--- src/nfjm_pkg.sv ---
package nfjm_pkg;

   localparam int SAMPLE_W = 12;
   localparam int TIME_W = 32;
   localparam int SEL_W = 6;
   localparam int Y_W = 24;
   localparam int PEAK_W = 29;
   localparam int COUNT_W = 32;
   localparam int REQ_TDATA_W = 56;
   localparam int RSP_TDATA_W = 88;
   localparam int ACC_W = 36;
   localparam int DEV_W = 30;

   localparam logic CMD_SAMPLE = 1'b0;
   localparam logic CMD_READ = 1'b1;

   localparam logic [TIME_W-1:0] PERIOD_RESET = 32'd40000;
   localparam logic [PEAK_W-1:0] PEAK_MAX = {PEAK_W{1'b1}};

   localparam logic signed [ACC_W-1:0] COEF_X1 = 36'sd503;
   localparam logic signed [ACC_W-1:0] COEF_Y1 = 36'sd498;
   localparam logic signed [ACC_W-1:0] COEF_Y2 = 36'sd251;
   localparam logic signed [ACC_W-1:0] ACC_ROUND = 36'sd128;
   localparam logic signed [ACC_W-1:0] Y_MAX = 36'sd8388607;
   localparam logic signed [ACC_W-1:0] Y_MIN = -36'sd8388608;
   localparam logic [TIME_W:0] DEV_ROUND = 33'd4;

   typedef struct packed {
      logic measured;
      logic [PEAK_W-1:0] peak_next;
   } jit_status_type;

endpackage

--- src/nfjm_notch.sv ---
module nfjm_notch (
   input  logic clock,
   input  logic reset,
   input  logic step,
   input  logic [nfjm_pkg::SAMPLE_W-1:0] sample,
   output logic signed [nfjm_pkg::Y_W-1:0] filtered
);

   logic [nfjm_pkg::SAMPLE_W-1:0] x1_ff;
   logic [nfjm_pkg::SAMPLE_W-1:0] x2_ff;
   logic signed [nfjm_pkg::Y_W-1:0] y1_ff;
   logic signed [nfjm_pkg::Y_W-1:0] y2_ff;

   logic signed [nfjm_pkg::ACC_W-1:0] xs;
   logic signed [nfjm_pkg::ACC_W-1:0] x1s;
   logic signed [nfjm_pkg::ACC_W-1:0] x2s;
   logic signed [nfjm_pkg::ACC_W-1:0] y1s;
   logic signed [nfjm_pkg::ACC_W-1:0] y2s;
   logic signed [nfjm_pkg::ACC_W-1:0] acc;
   logic signed [nfjm_pkg::ACC_W-1:0] quot;

   always_comb begin
      xs = nfjm_pkg::ACC_W'(signed'({1'b0, sample}));
      x1s = nfjm_pkg::ACC_W'(signed'({1'b0, x1_ff}));
      x2s = nfjm_pkg::ACC_W'(signed'({1'b0, x2_ff}));
      y1s = nfjm_pkg::ACC_W'(y1_ff);
      y2s = nfjm_pkg::ACC_W'(y2_ff);
      acc = ((xs + x2s) <<< 8) - x1s * nfjm_pkg::COEF_X1 + y1s * nfjm_pkg::COEF_Y1
            - y2s * nfjm_pkg::COEF_Y2 + nfjm_pkg::ACC_ROUND;
      // The shift rounds down; a negative value with a remainder moves up one to truncate.
      quot = acc >>> 8;
      if (acc[nfjm_pkg::ACC_W-1] && (acc[7:0] != 8'd0)) begin
         quot = quot + nfjm_pkg::ACC_W'(1);
      end
      if (quot > nfjm_pkg::Y_MAX) begin
         filtered = nfjm_pkg::Y_W'(nfjm_pkg::Y_MAX);
      end else if (quot < nfjm_pkg::Y_MIN) begin
         filtered = nfjm_pkg::Y_W'(nfjm_pkg::Y_MIN);
      end else begin
         filtered = nfjm_pkg::Y_W'(quot);
      end
   end

   always_ff @(posedge clock) begin
      if (reset) begin
         x1_ff <= '0;
         x2_ff <= '0;
         y1_ff <= '0;
         y2_ff <= '0;
      end else if (step) begin
         x2_ff <= x1_ff;
         x1_ff <= sample;
         y2_ff <= y1_ff;
         y1_ff <= filtered;
      end
   end

endmodule

--- src/nfjm_jitter.sv ---
module nfjm_jitter #(
   parameter int JITTER_BINS = 64,
   parameter int BIN_W = 6
) (
   input  logic clock,
   input  logic reset,
   input  logic csr_wr_en,
   input  logic [nfjm_pkg::TIME_W-1:0] csr_wr_data,
   input  logic step,
   input  logic [nfjm_pkg::TIME_W-1:0] now,
   output nfjm_pkg::jit_status_type status,
   output logic [BIN_W-1:0] bin,
   output logic [nfjm_pkg::PEAK_W-1:0] peak
);

   logic [nfjm_pkg::TIME_W-1:0] period_ff;
   logic [nfjm_pkg::TIME_W-1:0] prev_ff;
   logic seen_ff;
   logic [nfjm_pkg::PEAK_W-1:0] peak_ff;

   logic [nfjm_pkg::TIME_W-1:0] span;
   logic [nfjm_pkg::TIME_W-1:0] diff;
   logic [nfjm_pkg::TIME_W:0] diff_sum;
   logic [nfjm_pkg::DEV_W-1:0] dev_raw;
   logic [nfjm_pkg::PEAK_W-1:0] dev;
   logic [nfjm_pkg::PEAK_W-1:0] peak_in;

   always_comb begin
      span = now - prev_ff;
      diff = (span > period_ff) ? (span - period_ff) : (period_ff - span);
      diff_sum = {1'b0, diff} + nfjm_pkg::DEV_ROUND;
      dev_raw = diff_sum[nfjm_pkg::TIME_W:3];
      dev = (dev_raw > nfjm_pkg::DEV_W'(nfjm_pkg::PEAK_MAX)) ?
            nfjm_pkg::PEAK_MAX : dev_raw[nfjm_pkg::PEAK_W-1:0];
      if (nfjm_pkg::PEAK_W'(JITTER_BINS) <= dev) begin
         bin = BIN_W'(JITTER_BINS - 1);
      end else begin
         bin = dev[BIN_W-1:0];
      end
      peak_in = (seen_ff && (dev > peak_ff)) ? dev : peak_ff;
      status.measured = seen_ff;
      status.peak_next = peak_in;
   end

   assign peak = peak_ff;

   always_ff @(posedge clock) begin
      if (reset) begin
         period_ff <= nfjm_pkg::PERIOD_RESET;
         prev_ff <= '0;
         seen_ff <= 1'b0;
         peak_ff <= '0;
      end else begin
         if (csr_wr_en) begin
            period_ff <= csr_wr_data;
         end
         if (step) begin
            prev_ff <= now;
            seen_ff <= 1'b1;
            peak_ff <= peak_in;
         end
      end
   end

endmodule

--- src/nfjm_hist.sv ---
module nfjm_hist #(
   parameter int JITTER_BINS = 64,
   parameter int BIN_W = 6
) (
   input  logic clock,
   input  logic reset,
   input  logic rd_en,
   input  logic [BIN_W-1:0] rd_addr,
   input  logic rd_zero,
   input  logic commit,
   output logic [nfjm_pkg::COUNT_W-1:0] count,
   output logic clearing
);

   logic [nfjm_pkg::COUNT_W-1:0] mem [JITTER_BINS];

   logic clear_ff;
   logic [BIN_W-1:0] clr_addr_ff;
   logic [nfjm_pkg::COUNT_W-1:0] rd_data_ff;
   logic [BIN_W-1:0] addr_ff;
   logic zero_ff;
   logic fwd_valid_ff;
   logic [BIN_W-1:0] fwd_addr_ff;
   logic [nfjm_pkg::COUNT_W-1:0] fwd_data_ff;

   logic wr_en;
   logic [BIN_W-1:0] wr_addr;
   logic [nfjm_pkg::COUNT_W-1:0] wr_data;

   always_comb begin
      // A write at the edge that loaded the read data is not in it; take it from the bypass.
      if (zero_ff) begin
         count = '0;
      end else if (fwd_valid_ff && (fwd_addr_ff == addr_ff)) begin
         count = fwd_data_ff;
      end else begin
         count = rd_data_ff;
      end
      if (clear_ff) begin
         wr_en = 1'b1;
         wr_addr = clr_addr_ff;
         wr_data = '0;
      end else begin
         wr_en = commit;
         wr_addr = addr_ff;
         wr_data = count + nfjm_pkg::COUNT_W'(1);
      end
   end

   assign clearing = clear_ff;

   always_ff @(posedge clock) begin
      if (wr_en) begin
         mem[wr_addr] <= wr_data;
      end
   end

   always_ff @(posedge clock) begin
      if (rd_en) begin
         rd_data_ff <= mem[rd_addr];
         addr_ff <= rd_addr;
         zero_ff <= rd_zero;
      end
   end

   always_ff @(posedge clock) begin
      if (reset) begin
         clear_ff <= 1'b1;
         clr_addr_ff <= '0;
         fwd_valid_ff <= 1'b0;
      end else begin
         if (clear_ff) begin
            clr_addr_ff <= clr_addr_ff + BIN_W'(1);
            if (clr_addr_ff == BIN_W'(JITTER_BINS - 1)) begin
               clear_ff <= 1'b0;
            end
         end
         if (commit && !clear_ff) begin
            fwd_valid_ff <= 1'b1;
         end
      end
   end

   always_ff @(posedge clock) begin
      if (commit) begin
         fwd_addr_ff <= addr_ff;
         fwd_data_ff <= wr_data;
      end
   end

endmodule

--- src/notch_filter_with_jitter_monitor_top.sv ---
// Notch filter and sample-interval jitter monitor. Each req item is either a converter sample
// (tuser low; dropped without a reply when run_enable is low) or a histogram bin read (tuser
// high). One item can be accepted every clock cycle while rsp is not stalled; a reply passes
// through the input, histogram and result registers before it leaves rsp. The filter feedback
// and the histogram read-modify-write (one memory read port, one write port, with a one-entry
// bypass) each complete without a stall between items, which sets that rate. After reset the
// histogram memory is cleared one bin per cycle, and req_tready stays low while it clears; csr
// writes are taken at any time.
module notch_filter_with_jitter_monitor_top #(
   parameter int JITTER_BINS = 64
) (
   input  logic clock,
   input  logic reset,
   input  logic csr_wr_en,
   input  logic [nfjm_pkg::TIME_W-1:0] csr_wr_data,
   input  logic req_tvalid,
   output logic req_tready,
   // sample_value[11:0], sample_time[43:12], run_enable[44], bin_select[50:45], zero fill
   input  logic [nfjm_pkg::REQ_TDATA_W-1:0] req_tdata,
   // cmd[0]
   input  logic req_tuser,
   output logic rsp_tvalid,
   input  logic rsp_tready,
   // filtered_value[23:0], max_jitter[52:24], bin_count[84:53], zero fill
   output logic [nfjm_pkg::RSP_TDATA_W-1:0] rsp_tdata,
   // is_read_reply[0]
   output logic rsp_tuser
);

   localparam int BIN_W = $clog2(JITTER_BINS);

   // Input stage
   logic s1_valid_ff;
   logic s1_cmd_ff;
   logic [nfjm_pkg::SAMPLE_W-1:0] s1_sample_ff;
   logic [nfjm_pkg::TIME_W-1:0] s1_time_ff;
   logic [nfjm_pkg::SEL_W-1:0] s1_sel_ff;

   // Histogram stage
   logic s2_valid_ff;
   logic s2_read_ff;
   logic s2_commit_ff;
   logic signed [nfjm_pkg::Y_W-1:0] s2_y_ff;
   logic [nfjm_pkg::PEAK_W-1:0] s2_peak_ff;

   // Result register
   logic rsp_valid_ff;
   logic [nfjm_pkg::RSP_TDATA_W-1:0] rsp_data_ff;
   logic rsp_user_ff;

   logic out_free;
   logic s2_move;
   logic s2_free;
   logic s1_move;
   logic s1_free;
   logic req_accept;
   logic s1_is_sample;
   logic sample_step;

   logic signed [nfjm_pkg::Y_W-1:0] notch_y;
   nfjm_pkg::jit_status_type jit_status;
   logic [BIN_W-1:0] jit_bin;
   logic [nfjm_pkg::PEAK_W-1:0] jit_peak;
   logic [BIN_W-1:0] hist_rd_addr;
   logic hist_rd_zero;
   logic [nfjm_pkg::COUNT_W-1:0] hist_count;
   logic hist_clearing;
   logic [nfjm_pkg::SEL_W+BIN_W-1:0] sel_wide;
   logic s1_valid_in;

   assign out_free = !rsp_valid_ff || rsp_tready;
   assign s2_move = s2_valid_ff && out_free;
   assign s2_free = !s2_valid_ff || out_free;
   assign s1_move = s1_valid_ff && s2_free;
   assign s1_free = !s1_valid_ff || s2_free;
   assign req_tready = s1_free && !hist_clearing;
   assign req_accept = req_tvalid && req_tready;
   assign s1_is_sample = (s1_cmd_ff == nfjm_pkg::CMD_SAMPLE);
   assign sample_step = s1_move && s1_is_sample;
   // A disabled sample is taken and dropped here.
   assign s1_valid_in = (req_tuser == nfjm_pkg::CMD_READ) || req_tdata[44];

   always_comb begin
      sel_wide = (nfjm_pkg::SEL_W + BIN_W)'(s1_sel_ff);
      if (s1_is_sample) begin
         hist_rd_addr = jit_bin;
         hist_rd_zero = 1'b0;
      end else begin
         hist_rd_addr = sel_wide[BIN_W-1:0];
         hist_rd_zero = !(sel_wide < (nfjm_pkg::SEL_W + BIN_W)'(JITTER_BINS));
      end
   end

   nfjm_notch u_notch (
      .clock    (clock),
      .reset    (reset),
      .step     (sample_step),
      .sample   (s1_sample_ff),
      .filtered (notch_y)
   );

   nfjm_jitter #(
      .JITTER_BINS (JITTER_BINS),
      .BIN_W       (BIN_W)
   ) u_jitter (
      .clock       (clock),
      .reset       (reset),
      .csr_wr_en   (csr_wr_en),
      .csr_wr_data (csr_wr_data),
      .step        (sample_step),
      .now         (s1_time_ff),
      .status      (jit_status),
      .bin         (jit_bin),
      .peak        (jit_peak)
   );

   nfjm_hist #(
      .JITTER_BINS (JITTER_BINS),
      .BIN_W       (BIN_W)
   ) u_hist (
      .clock    (clock),
      .reset    (reset),
      .rd_en    (s1_move),
      .rd_addr  (hist_rd_addr),
      .rd_zero  (hist_rd_zero),
      .commit   (s2_move && s2_commit_ff),
      .count    (hist_count),
      .clearing (hist_clearing)
   );

   always_ff @(posedge clock) begin
      if (reset) begin
         s1_valid_ff <= 1'b0;
         s2_valid_ff <= 1'b0;
         rsp_valid_ff <= 1'b0;
      end else begin
         if (req_accept) begin
            s1_valid_ff <= s1_valid_in;
         end else if (s1_move) begin
            s1_valid_ff <= 1'b0;
         end
         if (s1_move) begin
            s2_valid_ff <= 1'b1;
         end else if (s2_move) begin
            s2_valid_ff <= 1'b0;
         end
         if (s2_move) begin
            rsp_valid_ff <= 1'b1;
         end else if (rsp_tready) begin
            rsp_valid_ff <= 1'b0;
         end
      end
   end

   always_ff @(posedge clock) begin
      if (req_accept) begin
         s1_cmd_ff <= req_tuser;
         s1_sample_ff <= req_tdata[11:0];
         s1_time_ff <= req_tdata[43:12];
         s1_sel_ff <= req_tdata[50:45];
      end
      if (s1_move) begin
         s2_read_ff <= !s1_is_sample;
         s2_commit_ff <= s1_is_sample && jit_status.measured;
         s2_y_ff <= s1_is_sample ? notch_y : '0;
         s2_peak_ff <= s1_is_sample ? jit_status.peak_next : jit_peak;
      end
      if (s2_move) begin
         rsp_data_ff <= {3'b000, (s2_read_ff ? hist_count : nfjm_pkg::COUNT_W'(0)),
                         s2_peak_ff, s2_y_ff};
         rsp_user_ff <= s2_read_ff;
      end
   end

   assign rsp_tvalid = rsp_valid_ff;
   assign rsp_tdata = rsp_data_ff;
   assign rsp_tuser = rsp_user_ff;

   a_no_accept_while_clearing: assert property (@(posedge clock) disable iff (reset)
      hist_clearing |-> !req_tready)
      else $error("item accepted while the histogram is being cleared");

   a_no_reply_while_clearing: assert property (@(posedge clock) disable iff (reset)
      hist_clearing |-> !rsp_tvalid)
      else $error("reply shown while the histogram is being cleared");

   a_peak_never_falls: assert property (@(posedge clock) disable iff (reset)
      1'b1 |=> (jit_peak >= $past(jit_peak)))
      else $error("jitter peak decreased");

   a_reply_fields: assert property (@(posedge clock) disable iff (reset)
      rsp_tvalid |-> (rsp_tuser ? (rsp_tdata[23:0] == 24'd0) : (rsp_tdata[84:53] == 32'd0)))
      else $error("reply carries a field that belongs to the other kind of item");

endmodule

--- config.mk ---
export PLATFORM = sky130hd
export DESIGN_NAME = notch_filter_with_jitter_monitor_top
export DESIGN_NICKNAME = d
export VERILOG_FILES = /design/src/nfjm_pkg.sv /design/src/nfjm_notch.sv /design/src/nfjm_jitter.sv /design/src/nfjm_hist.sv /design/src/notch_filter_with_jitter_monitor_top.sv
export SDC_FILE = /design/constraint.sdc
export NUM_CORES = 2
export LEC_CHECK = 0
export ABC_AREA = 1
export BUFFER_PORTS_ARGS = -buffer_cell sky130_fd_sc_hd__buf_2
export CORE_UTILIZATION = 40
export DETAILED_ROUTE_END_ITERATION = 6
export GPL_TIMING_DRIVEN = 0
export PLACE_DENSITY_LB_ADDON = 0.15
export SLEW_MARGIN = 25
export SYNTH_ARGS = -nofsm -noshare
export SYNTH_HDL_FRONTEND = slang
export SYNTH_SLANG_ARGS = --single-unit
--- constraint.sdc ---
create_clock -name clock -period 10.9 [get_ports clock]
set_input_delay 0.545 -clock clock [delete_from_list [all_inputs] [get_ports clock]]
set_output_delay 0.545 -clock clock [all_outputs]
set_load 0.01 [all_outputs]
# After elaboration in Yosys (flattened, before gate mapping)
# Memory sizes are Yosys's and may differ from the RTL's. A register that Yosys moved wholly into a read port is not among the register bits.
# Cells that the tools add are included.
word_totals:
  ram_bits: 2048
  register_bits: 413
  n_memories: 1
  mem_bits_ro: 0
  latch_bits: 0
  out_inout_bits: 91
  elab_cells: 99
  input_bits: 94
op_classes:
  n_eq_ne: 2
  bitwise_logic: 1
  shifts: 0
  mul: 3
  reduce_logical: 23
  mux: 23
  order_cmp: 6
  div_mod_pow: 0
  n_addsub: 12
mem_list:
  columns: ["memory", "words", "width", "rd", "rd_ports_with_merged_regs", "write_ports", "line_no", "source"]
  rows:
  - ["u_hist.mem", 64, 32, 1, 1, 1, "nfjm_hist.sv:15", "logic [nfjm_pkg::COUNT_W-1:0] mem [JITTER_BINS];"]
ops:
  columns: ["op", "count"]
  rows:
  - ["$mux 32", 3]
  - ["$sub 32x32->32", 3]
  - ["$mux 29", 3]
  - ["$sub 36x36->36", 2]
  - ["$mul 24x9->33 const B", 2]
  - ["$mux 24", 2]
  - ["$add 36x36->36", 1]
  - ["$add 36x9->36 const B", 1]
  - ["$gt 36x24->1 const B", 1]
  - ["$lt 36x24->1 const B", 1]
  - ["$mux 36", 1]
  - ["$add 32x3->33 const B", 1]
  - ["$add 32x1->32 const B", 1]
  - ["$gt 32x32->1", 1]
  - ["$gt 30x29->1 const B", 1]
  - ["$add 28x2->29 const B", 1]
  - ["$gt 29x29->1", 1]
  - ["$le 7x29->1 const A", 1]
  - ["$mul 12x9->21 const B", 1]
  - ["$mux 6", 3]
  - ["$add 12x12->13", 1]
  - ["$logic_and 1x1->1", 11]
  - ["$mux 1", 11]
  - ["$reduce_bool 8->1", 1]
  - ["7 further kinds", 15]

# Logic depth before layout (Yosys ltp)
depth:
  ltp_word: 11
  depth_mapped: 65
  ltp_nobuf: 61

# Cells and area by module
# From an unflattened synthesis, not the netlist that was laid out.
unflattened:
  hier_cells: 11599
  hier_area_um2: 123987.7
by_module_without_submodules:
  columns: ["mod", "seq_area_each_um2", "cells_per_inst", "area_per_inst_um2", "instances"]
  rows:
  - ["nfjm_hist", 63971.4, 6597, 84812.6, 1]
  - ["nfjm_notch", 1441.4, 2486, 19950.4, 1]
  - ["nfjm_jitter", 1881.8, 2135, 12208.0, 1]
  - ["notch_filter_with_jitter_monitor_top", 5825.6, 381, 7016.7, 1]

# Least setup slack after synthesis
# Ideal clock, no wire load.
synth_timing:
  path_type: "register to register"
  from: "register u_notch.y2_ff[3] (netlist bit)"
  to: "register s2_y_ff[10] (netlist bit) (data pin)"
  path_buffers: 1
  synth_period_minus_slack_ns: 8.858
  path_slack_ns: 2.042
  required_ns: 10.630
  stages_incl_launch_ff: 46
  t_arrival_ns: 8.588
  setup_time_ns: 0.270
  path_cell_list: "dfxtp_1 -> inv_1 -> fa_1 -> fa_1 -> inv_1 -> fa_1 -> inv_1 -> fa_1 -> inv_1 -> ha_1 -> inv_1 -> o21bai_1 -> a31oi_1 -> o21ai_0 -> a31oi_1 -> o21ai_0 -> a21boi_0 -> o21ai_0 -> (+10 left out) -> ha_1 -> a21oi_1 -> o21ai_0 -> a221oi_1 -> o21ai_0 -> nand2_1 -> nand3_1 -> nor2_1 -> nand2_1 -> nor2_1 -> nand3_1 -> nand2_1 -> nand2_1 -> nor2_1 -> nand2_1 -> nand2_2 -> buf_2 -> a21oi_1"
synth_via:
  elab_chain_cells: 9
  elab_cells_between_ends: 11
  cone_classes: "add/sub (3); mul (1); order compare (2); mux (3); reduce/logical (2)"
synth_rtl:
  columns: ["item", "line_no", "source"]
  rows:
  - ["start: declaration", "nfjm_notch.sv:12", "logic signed [nfjm_pkg::Y_W-1:0] y2_ff;"]
  - ["start signal: assignment", "nfjm_notch.sv:53", "y2_ff <= y1_ff;"]
  - ["$mul 24x9->33 (*)", "nfjm_notch.sv:29", "- y2s * nfjm_pkg::COEF_Y2 + nfjm_pkg::ACC_ROUND;"]
  - ["$sub 36x36->36 (*)", "nfjm_notch.sv:29", null]
  - ["$add 36x9->36 (*)", "nfjm_notch.sv:29", null]
  - ["branches (longest 2 deep; another with $add 28x2->29)", null, null]
  - ["$mux 36 (*)", "nfjm_notch.sv:32", "if (acc[nfjm_pkg::ACC_W-1] && (acc[7:0] != 8'd0)) begin"]
  - ["$lt 36x24->1", "nfjm_notch.sv:37", "end else if (quot < nfjm_pkg::Y_MIN) begin"]
  - ["$mux 24", "nfjm_notch.sv:37", null]
  - ["$mux 24 (*)", "nfjm_notch.sv:35", "if (quot > nfjm_pkg::Y_MAX) begin"]
  - ["end signal: assignment", "notch_filter_with_jitter_monitor_top.sv:165", "s2_y_ff <= s1_is_sample ? notch_y : '0;"]
  - ["end: declaration", "notch_filter_with_jitter_monitor_top.sv:43", "logic signed [nfjm_pkg::Y_W-1:0] s2_y_ff;"]
# Every way passes the cells marked *.
# A chain may end at the register's enable or synchronous reset.

# Worst setup path after layout
layout_timing:
  from: "register s1_time_ff[2] (netlist bit)"
  to: "register u_hist.rd_data_ff[7] (netlist bit) (read register of u_hist.mem) (data pin)"
layout_via:
  elab_chain_cells: 9
  elab_cells_between_ends: 11
  cone_classes: "add/sub (4); order compare (3); mux (4)"
layout_rtl:
  columns: ["item", "line_no", "source"]
  rows:
  - ["start: declaration", "notch_filter_with_jitter_monitor_top.sv:36", "logic [nfjm_pkg::TIME_W-1:0] s1_time_ff;"]
  - ["start signal: assignment", "notch_filter_with_jitter_monitor_top.sv:159", "s1_time_ff <= req_tdata[43:12];"]
  - ["$sub 32x32->32 (*)", "nfjm_jitter.sv:29", "span = now - prev_ff;"]
  - ["$sub 32x32->32 / $gt 32x32->1 (equally long branches)", "nfjm_jitter.sv:30", "diff = (span > period_ff) ? (span - period_ff) : (period_ff - span);"]
  - ["$mux 32 (*)", "nfjm_jitter.sv:30", null]
  - ["$add 32x3->33 (*)", "nfjm_jitter.sv:31", "diff_sum = {1'b0, diff} + nfjm_pkg::DEV_ROUND;"]
  - ["$gt 30x29->1", "nfjm_jitter.sv:33", "dev = (dev_raw > nfjm_pkg::DEV_W'(nfjm_pkg::PEAK_MAX)) ?"]
  - ["$mux 29 (*)", "nfjm_jitter.sv:33", null]
  - ["$le 7x29->1", "nfjm_jitter.sv:35", "if (nfjm_pkg::PEAK_W'(JITTER_BINS) <= dev) begin"]
  - ["$mux 6 (*)", "nfjm_jitter.sv:35", null]
  - ["$mux 6 (*)", "notch_filter_with_jitter_monitor_top.sv:85", "if (s1_is_sample) begin"]
  - ["end: declaration", "nfjm_hist.sv:19", "logic [nfjm_pkg::COUNT_W-1:0] rd_data_ff;"]
# Every way passes the cells marked *; elsewhere a longest branch is shown, timed or not.

==> impl_metrics.tcl <==
set metrics [dict create \
    outcome "finished with violations" \
    violations "DRC" \
    critPathLaunch "s1_time_ff[2]" \
    synth_most_common_cell "nand2_1" \
    reg2reg_from "s1_time_ff[2]" \
    grt_pass1_vias 90559 \
    drc_errors 5 \
    drive_above_1_share 0.102 \
    worstSetupEndpointType "flip-flop" \
    syn_area_um2 130000 \
    vdd_drop_max_v 0.000132 \
    die_area_um2 327000 \
    fin_nets 14552 \
    gp_congestion 0.980 \
    dp_hpwl_um 325000 \
    die_x_um 572 \
    setup_violations 0 \
    crit_slowest_cell "edfxtp_1" \
    timing.fmax_ghz 0.0962 \
    track_usage 0.257 \
    relSlewSlack 0.248 \
    cts_tree "done" \
    fin_area_um2 152000 \
    start_kind "flip-flop" \
    finalCritPeriodShare 0.954 \
    cp.required_ns 11.54 \
    cts_made_buffers 287 \
    wl_um 427000 \
    maxSlewViolCount 0 \
    worstPathArrival_ns 11.04 \
    synthCells 13022 \
    viasPerCell 5.16 \
    row_count 208 \
    drv_cap 0 \
    ys_seq_area_frac 0.562 \
    ys_ff_latch 2493 \
    path_class "reg2reg" \
    cp_common_cell "nand2_1" \
    fin_util 0.471 \
    syn_avg_cell_area_um2 9.99 \
    finalClockSkew_ns 0.0470 \
    pwr_density_cell_nw_per_um2 134 \
    rsz0062_at_grt "yes" \
    hold_violations 0 \
    hp-class "in2reg" \
    cts-root-buf "clkbuf_16" \
    clock-sinks 2493 \
    die_h_um 572 \
    setup_ws_ns 0.502 \
    min_period_ns 10.40 \
    initial_utilization 0.404 \
    ys_warn_count 0 \
    synthFlopType "edfxtp_1" \
    cpPeakStageDelay_ns 0.43 \
    synthDistinctLibCells 51 \
    antenna_found_initial 23 \
    max-clock-path-buffers 4 \
    dp_slack_ns -1.21 \
    synth_edf_count 2316 \
    ant_nets 0 \
    crit_fanout 10 \
    port_buffers 176 \
    detail_route.wl_per_cell_um 23.3 \
    async_reset_ff_frac 0 \
    io_pins 185 \
    synthTopCellsByCount "2317 x nand2_1, 2316 x edfxtp_1, 2312 x nand3_1" \
    syn_to_final_growth_pct 16.7 \
    clk_latency_ns 0.95 \
    leakagePower_nw 64.5 \
    cts.reportedPaths.clkPinSlew_ns 0.06 \
    power_mw 20.4 \
    min_from "req_tdata[44]" \
    synth.area.top_cells "edfxtp_1 53%, nand3_1 8.9%, nand2_1 6.7%" \
    grt.overflow.total 0 \
    worstMarginPinSlew_ns 1.12 \
    core_um2 322000 \
    first_iter_violations 9297 \
    synth_top_area_frac 0.535 \
    dr.pass1.iters 7 \
    grt_first_pass_wirelength_um 613000 \
    vias 94454 \
    synth_top_cell_by_area "edfxtp_1" \
    grt_start_max_net_pins 66 \
    dpl_cell_area_um2 142000 \
    fill_cells 30195 \
    h-tree-depth 5 \
]
[registers in the layout, indices dropped and copies added (netlist names), 29 cells and up]
| signal | flops |
|---|---|
| rsp_tdata | 85 |
| s1_time_ff | 32 |
| s2_peak_ff | 29 |
| u_hist.fwd_data_ff | 32 |
| u_hist.mem | 2048 |
| u_hist.rd_data_ff | 32 |
| u_jitter.peak | 29 |
| u_jitter.period_ff | 32 |
| u_jitter.prev_ff | 32 |
[repair_timing]
item	4_1_cts	5_1_grt
gates resized for setup	21	105
hold endpoints to repair	74	0
endpoints found under the setup margin	88	138
hold buffers	73	0
buffers inserted	0	3
pin swaps	0	4
cloned	0	0
[placed cells by master, fill, tap and decap left out, types with 272 or more instances in the layout]
master,instances
clkbuf_16,295
nand3b_1,717
edfxtp_1,2316
nand3_1,2280
inv_1,2245
fa_1,288
buf_2,498
ha_1,410
nor2_1,338
a21oi_1,344
o21ai_0,272
nand2_1,2314
[metal layers]
| metal | vias up | track usage | part of all wire |
|---|---|---|---|
| met2 | 3150 | 0.409 | 0.45 |
| met4 | 2 | 0.102 | 0.043 |
| li1 | 44863 | - | - |
| met1 | 45741 | 0.352 | 0.43 |
| met3 | 698 | 0.0388 | 0.069 |
| met5 | - | 0 | 0.000030 |
[logic make-up (layout without fill, tap and decap cells)]
logic type,count (synthesis),in the layout,synth area share
AOI/OAI and AO/OA,777,777,0.0321
xor gates and xnor gates,207,207,0.0139
adders and majority gates,701,701,0.0841
buffers and inverters,2926,3885,0.0905
DFF,2493,2493,0.562
other,1,13,0.0000288
and+or+nand+nor,5917,5917,0.217
[final timing paths]
check	end	slack (ns)	cells past startpoint
worst max-delay path	u_hist.rd_data_ff[7]	0.50	60
worst min-delay path	s1_valid_ff	0.04	5
worst max register to register	u_hist.rd_data_ff[7]	0.50	60
worst min register to register	rsp_tdata[33]	0.41	0
[worst max-delay path, delay by kind of cell (launching register included)]
family,cells,cell delay [ns]
simple gates,37,4.77
xor+xnor,1,0.21
fa+ha+maj,3,0.99
flops,1,0.43
compound gates,9,1.68
buf+inv,10,1.89
[report_power, final]
| part | internal (mW) | switching (mW) | leakage (nW) |
|---|---|---|---|
| combinational | 0.179 | 0.388 | 35.7 |
| sequential | 10.4 | 0.0127 | 24.5 |
| clock | 5.40 | 4.05 | 4.37 |
[layout make-up]
type                            count  area (um2)  area share
Inverter                         2274        8540      0.0563
Sequential cell                  2493       73100       0.482
Clock buffer                      392        7840      0.0516
Tap cell                         4305        5390      0.0355
Timing Repair Buffer              444        6030      0.0397
Buffer                            652        3330      0.0220
Antenna cell                       10        25.0    0.000165
Multi-Input combinational cell   7605       46300       0.305
Clock inverter                    123        1160     0.00768
[per-stage QoR]
stage	instances	hold WS (ns)	TNS (ns)
2_1_floorplan	13024	0.400	0
3_3_place_gp	17505	0.402	-509.01
3_5_place_dp	17697	0.405	-52.85
4_1_cts	18285	0.00882	0
5_1_grt	18289	0.0789	-0.684
6_report	18298	0.0422	0
Note: power is estimated with default switching activity, not from simulation.
